[config.mk]
export PLATFORM = sky130hd
export DESIGN_NAME = ptwpc_wrap
export DESIGN_NICKNAME = d
export VERILOG_FILES = /design/src/rtl/point_transform_wrap_project_clip_macros.svh /design/src/rtl/ptwpc_pkg.sv /design/src/rtl/ptwpc_wrap.sv
export SDC_FILE = /design/constraint.sdc
export NUM_CORES = 2
export LEC_CHECK = 0
export BUFFER_PORTS_ARGS = -buffer_cell sky130_fd_sc_hd__buf_2
export CORE_MARGIN = 4
export CORE_UTILIZATION = 60
export DETAILED_ROUTE_END_ITERATION = 8
export PLACE_DENSITY = 0.8
export SLEW_MARGIN = 20
export SYNTH_ARGS = -nofsm -noshare
export SYNTH_HDL_FRONTEND = slang
export SYNTH_SLANG_ARGS = --single-unit
[constraint.sdc]
create_clock -name clk_i -period 28.2 [get_ports clk_i]
set_input_delay 5.64 -clock clk_i [delete_from_list [all_inputs] [get_ports clk_i]]
set_output_delay 5.64 -clock clk_i [all_outputs]
set_load 0.05 [all_outputs]
[src/rtl/point_transform_wrap_project_clip_macros.svh]
// Assertion macros for the point transform top level.
// Expects clk_i and rst_ni to be visible where a macro is used.
`ifndef POINT_TRANSFORM_WRAP_PROJECT_CLIP_MACROS_SVH
`define POINT_TRANSFORM_WRAP_PROJECT_CLIP_MACROS_SVH

// Same-cycle implication, checked on every rising clock edge outside reset.
`define PTWPC_ASSERT_IMPL(lbl, ante, cons, msg) \
  lbl: assert property (@(posedge clk_i) disable iff (!rst_ni) (ante) |-> (cons)) \
    else $error(msg);

// Next-cycle implication, checked on every rising clock edge outside reset.
`define PTWPC_ASSERT_NEXT(lbl, ante, cons, msg) \
  lbl: assert property (@(posedge clk_i) disable iff (!rst_ni) (ante) |=> (cons)) \
    else $error(msg);

`endif

[src/rtl/ptwpc_pkg.sv]
// Shared widths and constants for the point transform pipeline.
// Used by ptwpc_wrap and point_transform_wrap_project_clip; no dependencies.
`default_nettype none

package ptwpc_pkg;

  localparam int IDX_W      = 10;
  localparam int POS_W      = 31;
  localparam int COEF_W     = 16;
  localparam int ROW_W      = 3 * COEF_W;
  localparam int OFF_W      = 32;
  localparam int SIZE_W     = 31;
  localparam int SCR_W      = 15;
  localparam int INVD_W     = 23;
  localparam int MAX_POINTS = 1024;

  localparam int PROD_W = COEF_W + POS_W + 1;
  localparam int ACC_W  = PROD_W + 2;
  localparam int FRAC_SH = 12;
  localparam int T_W    = 39;
  localparam int MAG_W  = 40;
  localparam int LOC_W  = 32;

  // Floor modulo: a few remainder steps per pipeline stage.
  localparam int WRAP_BPS    = 4;
  localparam int WRAP_STAGES = MAG_W / WRAP_BPS;
  localparam int WRAP_LAT    = WRAP_STAGES + 3;

  // Reciprocal: long division of 2^32 by the depth.
  localparam int RCP_STEPS  = 33;
  localparam int RCP_BPS    = 3;
  localparam int RCP_STAGES = RCP_STEPS / RCP_BPS;

  localparam int NEAR_Q16 = 655;
  localparam int FAR_Q16  = 6553600;
  localparam int PRJ_W    = LOC_W + INVD_W + 1;
  localparam int SCR_SH   = 18;

  // Pipeline positions of the valid line.
  localparam int POS_ACC   = 1;
  localparam int POS_WRAP  = POS_ACC + WRAP_LAT;
  localparam int POS_DEPTH = POS_WRAP + 1;
  localparam int POS_MUL   = POS_DEPTH + RCP_STAGES + 1;
  localparam int PIPE_DEPTH = POS_MUL + 2;

  localparam int ADDR_W = 6;
  localparam int DATA_W = 64;
  localparam int RIDX_W = 3;

  localparam logic [RIDX_W-1:0] REG_ROW_X  = 3'd0;
  localparam logic [RIDX_W-1:0] REG_ROW_Y  = 3'd1;
  localparam logic [RIDX_W-1:0] REG_ROW_Z  = 3'd2;
  localparam logic [RIDX_W-1:0] REG_OFF_X  = 3'd3;
  localparam logic [RIDX_W-1:0] REG_OFF_Y  = 3'd4;
  localparam logic [RIDX_W-1:0] REG_OFF_Z  = 3'd5;
  localparam logic [RIDX_W-1:0] REG_WORLD  = 3'd6;

endpackage

`default_nettype wire

[src/rtl/ptwpc_wrap.sv]
// One coordinate of the toroidal wrap: truncation, offset, pipelined floor modulo.
// Depends on ptwpc_pkg.
`default_nettype none

module ptwpc_wrap (
  input  logic                                  clk_i,
  input  logic                                  en_i,
  input  logic signed [ptwpc_pkg::ACC_W-1:0]    acc_i,
  input  logic signed [ptwpc_pkg::OFF_W-1:0]    offset_i,
  input  logic        [ptwpc_pkg::SIZE_W-1:0]   size_i,
  output logic signed [ptwpc_pkg::LOC_W-1:0]    wrapped_o
);

  localparam int SW = ptwpc_pkg::SIZE_W;
  localparam int MW = ptwpc_pkg::MAG_W;
  localparam int NS = ptwpc_pkg::WRAP_STAGES;

  logic [SW-1:0] half;
  assign half = size_i >> 1;

  // Truncate toward zero by biasing negative sums before the arithmetic shift.
  logic signed [ptwpc_pkg::ACC_W-1:0] acc_rnd;
  logic signed [ptwpc_pkg::T_W-1:0]   t_d, t_q;
  assign acc_rnd = acc_i + $signed({{(ptwpc_pkg::ACC_W-ptwpc_pkg::FRAC_SH){1'b0}},
                                    {ptwpc_pkg::FRAC_SH{acc_i[ptwpc_pkg::ACC_W-1]}}});
  assign t_d = ptwpc_pkg::T_W'(acc_rnd >>> ptwpc_pkg::FRAC_SH) + ptwpc_pkg::T_W'(offset_i);

  logic signed [MW-1:0] a_val;
  logic                 neg_d;
  logic [MW-1:0]        mag_d;
  assign a_val = MW'(t_q) + $signed({{(MW-SW){1'b0}}, half});
  assign neg_d = a_val[MW-1];
  assign mag_d = neg_d ? MW'(-a_val) : MW'(a_val);

  logic          neg_q [NS+1];
  logic [SW-1:0] rem_q [NS+1];
  logic [MW-1:0] dvd_q [NS+1];

  always_ff @(posedge clk_i) begin
    if (en_i) begin
      t_q      <= t_d;
      neg_q[0] <= neg_d;
      rem_q[0] <= '0;
      dvd_q[0] <= mag_d;
    end
  end

  for (genvar k = 1; k <= NS; k++) begin : g_div
    logic [SW-1:0] rem_d;
    logic [MW-1:0] dvd_d;

    always_comb begin
      logic [SW:0]   tr;
      logic [SW-1:0] r;
      logic [MW-1:0] dv;
      r  = rem_q[k-1];
      dv = dvd_q[k-1];
      for (int j = 0; j < ptwpc_pkg::WRAP_BPS; j++) begin
        tr = {r, dv[MW-1]};
        dv = dv << 1;
        if (tr >= {1'b0, size_i}) begin
          tr = tr - {1'b0, size_i};
        end
        r = tr[SW-1:0];
      end
      rem_d = r;
      dvd_d = dv;
    end

    always_ff @(posedge clk_i) begin
      if (en_i) begin
        neg_q[k] <= neg_q[k-1];
        rem_q[k] <= rem_d;
        dvd_q[k] <= dvd_d;
      end
    end
  end

  // Floor modulo: a nonzero remainder of a negative value folds back into [0, S).
  logic [SW-1:0]                    rem_fix;
  logic signed [ptwpc_pkg::LOC_W-1:0] out_d, out_q;
  assign rem_fix = (neg_q[NS] && (rem_q[NS] != '0)) ? size_i - rem_q[NS] : rem_q[NS];
  assign out_d   = (size_i == '0) ? '0 :
                   $signed({1'b0, rem_fix}) - $signed({1'b0, half});

  always_ff @(posedge clk_i) begin
    if (en_i) begin
      out_q <= out_d;
    end
  end

  assign wrapped_o = out_q;

endmodule

`default_nettype wire

# Word-level counts from Yosys, hierarchy flattened
# Memory sizes are Yosys's and may differ from the RTL's.
# Cells that the tools add are included.
[totals]
ff_bits = 71
ram_bits = 792
wordCells = 138
n_memories = 3
in_bits = 115
out_inout_bits = 32
[memory_table]
columns = ["name", "words", "width", "read_ports", "rd_clocked_by_memory_dff", "wr", "line_no", "source"]
rows = [
  ["dvd_q", 11, 40, 10, 0, 11, "ptwpc_wrap.sv:37", "logic [MW-1:0] dvd_q [NS+1];"],
  ["rem_q", 11, 31, 11, 0, 11, "ptwpc_wrap.sv:36", "logic [SW-1:0] rem_q [NS+1];"],
  ["neg_q", 11, 1, 11, 0, 11, "ptwpc_wrap.sv:35", "logic neg_q [NS+1];"],
]
[op_classes]
reduce_logical = 3
n_lt_le_gt_ge = 40
n_addsub = 46
mux = 44
[ops]
columns = ["operator", "n"]
rows = [
  ["$ge 32x31->1", 40],
  ["$mux 31", 41],
  ["$sub 31x31->31", 41],
  ["$add 50x13->50", 1],
  ["$add 39x31->40", 1],
  ["$mux 40", 1],
  ["$neg 40->40", 1],
  ["$add 38x32->39", 1],
  ["$sub 31x30->32", 1],
  ["$logic_not 31->1", 1],
  ["$reduce_bool 31->1", 1],
  ["$mux 1", 2],
  ["$logic_and 1x1->1", 1],
]

# Logic depth before layout (Yosys ltp)
# An unclocked memory read counts as a cell.
[logic_depth]
ltp_word = 9
ltp_mapped = 62
mapped_depth_nobuf = 56

# Worst setup path after synthesis
# Ideal clock, no wire load.
[synth_timing]
path_kind = "input -> register"
startpoint = "input port size_i[1] (netlist bit)"
endpoint = "memory rem_q[9][24] (netlist bit), data pin"
t_required_ns = 27.940
t_arrival_ns = 18.614
stages = 52
setup_slack_ns = 9.326
path_buffers = 8
setup_time_ns = 0.260
path_cell_list = "inv_1 > fa_1 > a21o_1 > a21oi_1 > o21ai_0 > a221oi_1 > a21oi_1 > nor4bb_1 > o21a_1 > buf_2 > buf_1 > clkbuf_1 > a21oi_1 > fa_1 > nor2b_1 > o21bai_1 > a21oi_1 > o21ai_0 > [16 not listed] > a211oi_2 > buf_2 > buf_2 > a21oi_1 > ha_1 > and4_1 > a221oi_1 > o21a_1 > o211ai_1 > o41ai_1 > o21ai_0 > o21ba_2 > a221o_1 > o2111ai_1 > o211ai_1 > a21oi_2 > buf_4 > mux2_2"
[synth_rtl]
columns = ["item", "line_no", "source"]
rows = [
  ["from (decl)", "ptwpc_wrap.sv:10", "input logic [ptwpc_pkg::SIZE_W-1:0] size_i,"],
  ["to (decl)", "ptwpc_wrap.sv:36", ""],
]

==> tab_implementation.tex <==
\begin{tabular}{lr}
\hline
Metric & Value \\
\hline
\multicolumn{2}{l}{\textbf{Run status}} \\
\quad Status & finished, final reports clean \\
\multicolumn{2}{l}{\textbf{Timing}} \\
\quad Fraction of the cycle the final worst path needs & between 70\% and 80\% \\
\quad Skew final & between 0.04 and 0.05 ns \\
\quad Count of pins over their slew limit & 0 \\
\quad Tmin final & $\sim$21 ns \\
\quad Slew of the pin with the lowest slew margin & 1.19 ns \\
\quad Final Setup Violations & 0 \\
\quad Final Hold Vio Count & 0 \\
\quad Unrepaired setup endpoints after global routing & no \\
\quad Total Neg Setup Slack & 0 ns \\
\quad Maximum operating frequency & between 0.04 and 0.05 GHz \\
\quad Worst max-slew margin expressed relative to the limit & 20.5\% \\
\quad Final critical-path setup slack & roughly 7.4 ns \\
\multicolumn{2}{l}{\textbf{Cells and area}} \\
\quad Final Cell Area & between 0.1 and 0.15 sq mm \\
\quad Area taken by flip-flops and latches & about 0.018 sq mm \\
\quad Layout fillers & 14.0k \\
\quad Net count of the finished layout & 13.7k \\
\quad Share of post-route cells with drive strength above 1 & 9.25\% \\
\quad Synthesis-to-layout area growth & 6.46\% \\
\quad Area of the multi-input gates & slightly below 0.08 sq mm \\
\quad Layout Utilization & between 60\% and 70\% \\
\multicolumn{2}{l}{\textbf{Worst setup path}} \\
\quad Crit start category & primary input \\
\quad Maximum cell stage delay along the critical path & just under 1 ns \\
\quad Critical Path Fanout Max & 55 \\
\quad Launch instance of the worst register-to-register path & dvd\_q[1][39] \\
\quad Data arrival time at the worst-slack endpoint & approximately 21 ns \\
\quad Number of cells traversed by the worst register-to-register path & 48 \\
\quad Capturing element type of the critical path & register \\
\quad Required @ worst endpoint & around 29 ns \\
\quad Highest-delay cell along the critical path & and4\_1 \\
\quad Reg2reg setup slack & 12.94 ns \\
\quad Critical R2R Capture & rem\_q[2][11] \\
\quad Kind of critical path & primary input to register \\
\multicolumn{2}{l}{\textbf{Yosys}} \\
\quad Syn Inst Count & roughly 12k \\
\quad Synth top cells by count & ha\_1 (1,351), a21oi\_1 (1,229), nand2\_1 (955) \\
\quad Register area share after synthesis & a little under a fifth \\
\quad Predominant post-synthesis flop cell & edfxtp\_1 \\
\quad Top post-synthesis cells by area & edfxtp\_1 (19\%), ha\_1 (17\%), xnor2\_1 (6.7\%), a21oi\_1 (6.2\%), mux2\_2 (5.9\%) \\
\quad Syn Std Cell Area & 0.0984 sq mm \\
\quad Yosys warns & 0 \\
\quad Post-synthesis async set-or-reset flop share & 0\% \\
\quad Number of synthesized register bits & between 600 and 700 \\
\quad Cell type with the largest total area after synthesis & edfxtp\_1 \\
\quad Dominant cell by count in the synthesized netlist & ha\_1 \\
\quad Total nets after synthesis & about 14k \\
\quad Number of distinct library cell variants in the gate-level netlist after synthesis & approximately 110 \\
\quad EDFF count, synth & slightly above 600 \\
\quad Area fraction of the dominant cell type after synthesis & roughly a fifth \\
\quad Syn\_area\_per\_cell & approximately 8.2 sq um \\
\multicolumn{2}{l}{\textbf{Drt}} \\
\quad Pre-antenna DRT Iters & 7 \\
\quad Remaining routing DRC violations & 0 \\
\quad Remaining number of nets flagged by the antenna check after routing & 0 \\
\quad Number of design-rule violations left by the first detailed-router iteration & between 9k and 10k \\
\quad Vias per cell & 6.62 \\
\quad DRT Wirelength & 321,000 um \\
\quad Average wire length per cell after detail routing & 22.3 um \\
\quad Number of vias after detailed routing & 95.5k \\
\multicolumn{2}{l}{\textbf{Global routing}} \\
\quad Grt ovf & 0 \\
\quad First-pass GRT wire length & 491,000 um \\
\quad Vias in the first global route & 89.8k \\
\quad Global-route usage over all layers & between 30\% and 40\% \\
\quad Largest net degree at the start of global routing & between 100 and 150 \\
\quad Initial antenna violation count & 29 \\
\multicolumn{2}{l}{\textbf{CTS}} \\
\quad Number of clock sinks & 612 \\
\quad Setup Fix Bufs, Post-CTS & 0 \\
\quad CTS hold repair buffers & 0 \\
\quad Number of buffers between clock root and the deepest sink & 3 \\
\quad CTS tree & done \\
\quad Count of H-tree levels built during CTS & 3 \\
\quad Cells resized by post-CTS repair & 0 \\
\quad Clock latency on the worst-skew pair & about 0.71 ns \\
\quad Total clock buffers created by CTS & a little under 80 \\
\quad Clock-pin transition on the worst setup and hold timing paths & about 0.07 ns \\
\quad Buffer cell driving the clock tree root & clkbuf\_16 \\
\multicolumn{2}{l}{\textbf{Floorplanning}} \\
\quad Die Width & roughly 410 um \\
\quad Chip height & around 410 um \\
\quad Initial standard-cell utilization of the core & between 60\% and 70\% \\
\quad Row cnt & around 150 \\
\quad IO Count & roughly 150 \\
\quad Core Region & between 0.15 and 0.2 sq mm \\
\quad Total Die Area & $\sim$0.17 sq mm \\
\multicolumn{2}{l}{\textbf{Placement}} \\
\quad Instance area at placement & just over 0.1 sq mm \\
\quad Post-Place Worst Slack & around 7.0 ns \\
\quad Total half-perimeter wirelength after legalization and detailed placement & around 250,000 um \\
\quad Gp weighted congestion & between 1 and 1.5 \\
\quad Quantity of I/O buffers inserted on ports & $\sim$150 \\
\multicolumn{2}{l}{\textbf{Job}} \\
\quad Max-cap violation count & 0 \\
\multicolumn{2}{l}{\textbf{Hold path}} \\
\quad Cells on Worst Hold Path & 0 \\
\quad Hold Path Origin & dvd\_q[0][7] \\
\quad Classification of the worst-slack hold path & register to register \\
\quad Hold EP & dvd\_q[1][11] \\
\hline
\end{tabular}
-- logic make-up (layout without fill, tap and decap cells) --
group | count (synthesis) | in the layout | share of synthesized area (%)
compound gates | 4067 | 4067 | 26.3
other cells | 1 | 9 | 0.00381
simple gates | 3445 | 3445 | 16.8
fa+ha+maj | 1394 | 1394 | 18.0
xor+xnor | 1157 | 1157 | 10.3
buf+inv | 773 | 957 | 3.04
flops | 612 | 612 | 18.7
mux | 608 | 608 | 6.84
-- sequential cells by signal (all words and copies together), names as in the netlist --
signal,cells
dvd_q,220
t_q,39
rem_q,310
neg_q,11
wrapped_o,32
-- critical path: cells and delay by family --
| kind | cells | cell delay, ns |
|---|---|---|
| compound gates | 23 | 6.75 |
| fa+ha+maj | 4 | 1.53 |
| buf+inv | 6 | 2.15 |
| mux | 1 | 0.46 |
| simple gates | 14 | 4.63 |
-- worst max path at each step --
stage                     startpoint      endpoint  slack [ns]  depth (start not counted)
after floorplan            size_i[1]  rem_q[9][24]        9.33                         52
after global placement    size_i[23]  rem_q[2][11]        6.98                         51
after detailed placement  size_i[23]  rem_q[2][11]        7.03                         48
after CTS                 size_i[23]  rem_q[2][11]        7.71                         48
after global routing      size_i[23]  rem_q[2][19]        6.42                         51
final                     size_i[23]  rem_q[2][11]        7.36                         48
-- metrics by stage --
| stage | instances | hold WS (ns) |
|---|---|---|
| finish | 14400 | 0.398 |
| detailed placement | 14300 | 0.405 |
| global route | 14400 | 0.411 |
| CTS | 14400 | 0.404 |
| floorplan | 12100 | 0.400 |
| global placement | 14300 | 0.400 |
-- cell type report --
type	count	area share (%)
clock buffer	88	1.92
timing repair buffer	294	1.77
clock inverter	52	0.574
sequential	612	17.5
antenna	8	0.0191
inverter	523	1.87
multi-input combinational	10700	73.7
tap	2175	2.60
-- cells in the final DEF (no fill, tap or decap), types with 162 or more instances in the layout --
cell / count
a21o_1: 603
a21oi_1: 1228
edfxtp_1: 612
ha_1: 1351
inv_1: 491
mux2_2: 513
nand2_1: 955
nand2b_1: 173
nand3_1: 257
nand4_1: 164
nor2_1: 940
nor2b_1: 162
nor3_1: 226
o21a_1: 193
o21ai_0: 888
o21bai_1: 174
xnor2_1: 755
xor2_1: 402
-- routing by layer --
metal / vias to the layer above / wire [um] / GRT usage, %
li1: 45500 / - / -
met1: 45000 / 135000 / 47.5
met2: 4280 / 141000 / 57.0
met3: 780 / 29600 / 6.39
met4: 18 / 15800 / 16.3
met5: - / 117 / 0
Power is not shown: default switching activity piles up to over one toggle a cycle in this logic, so the estimate is an artifact.
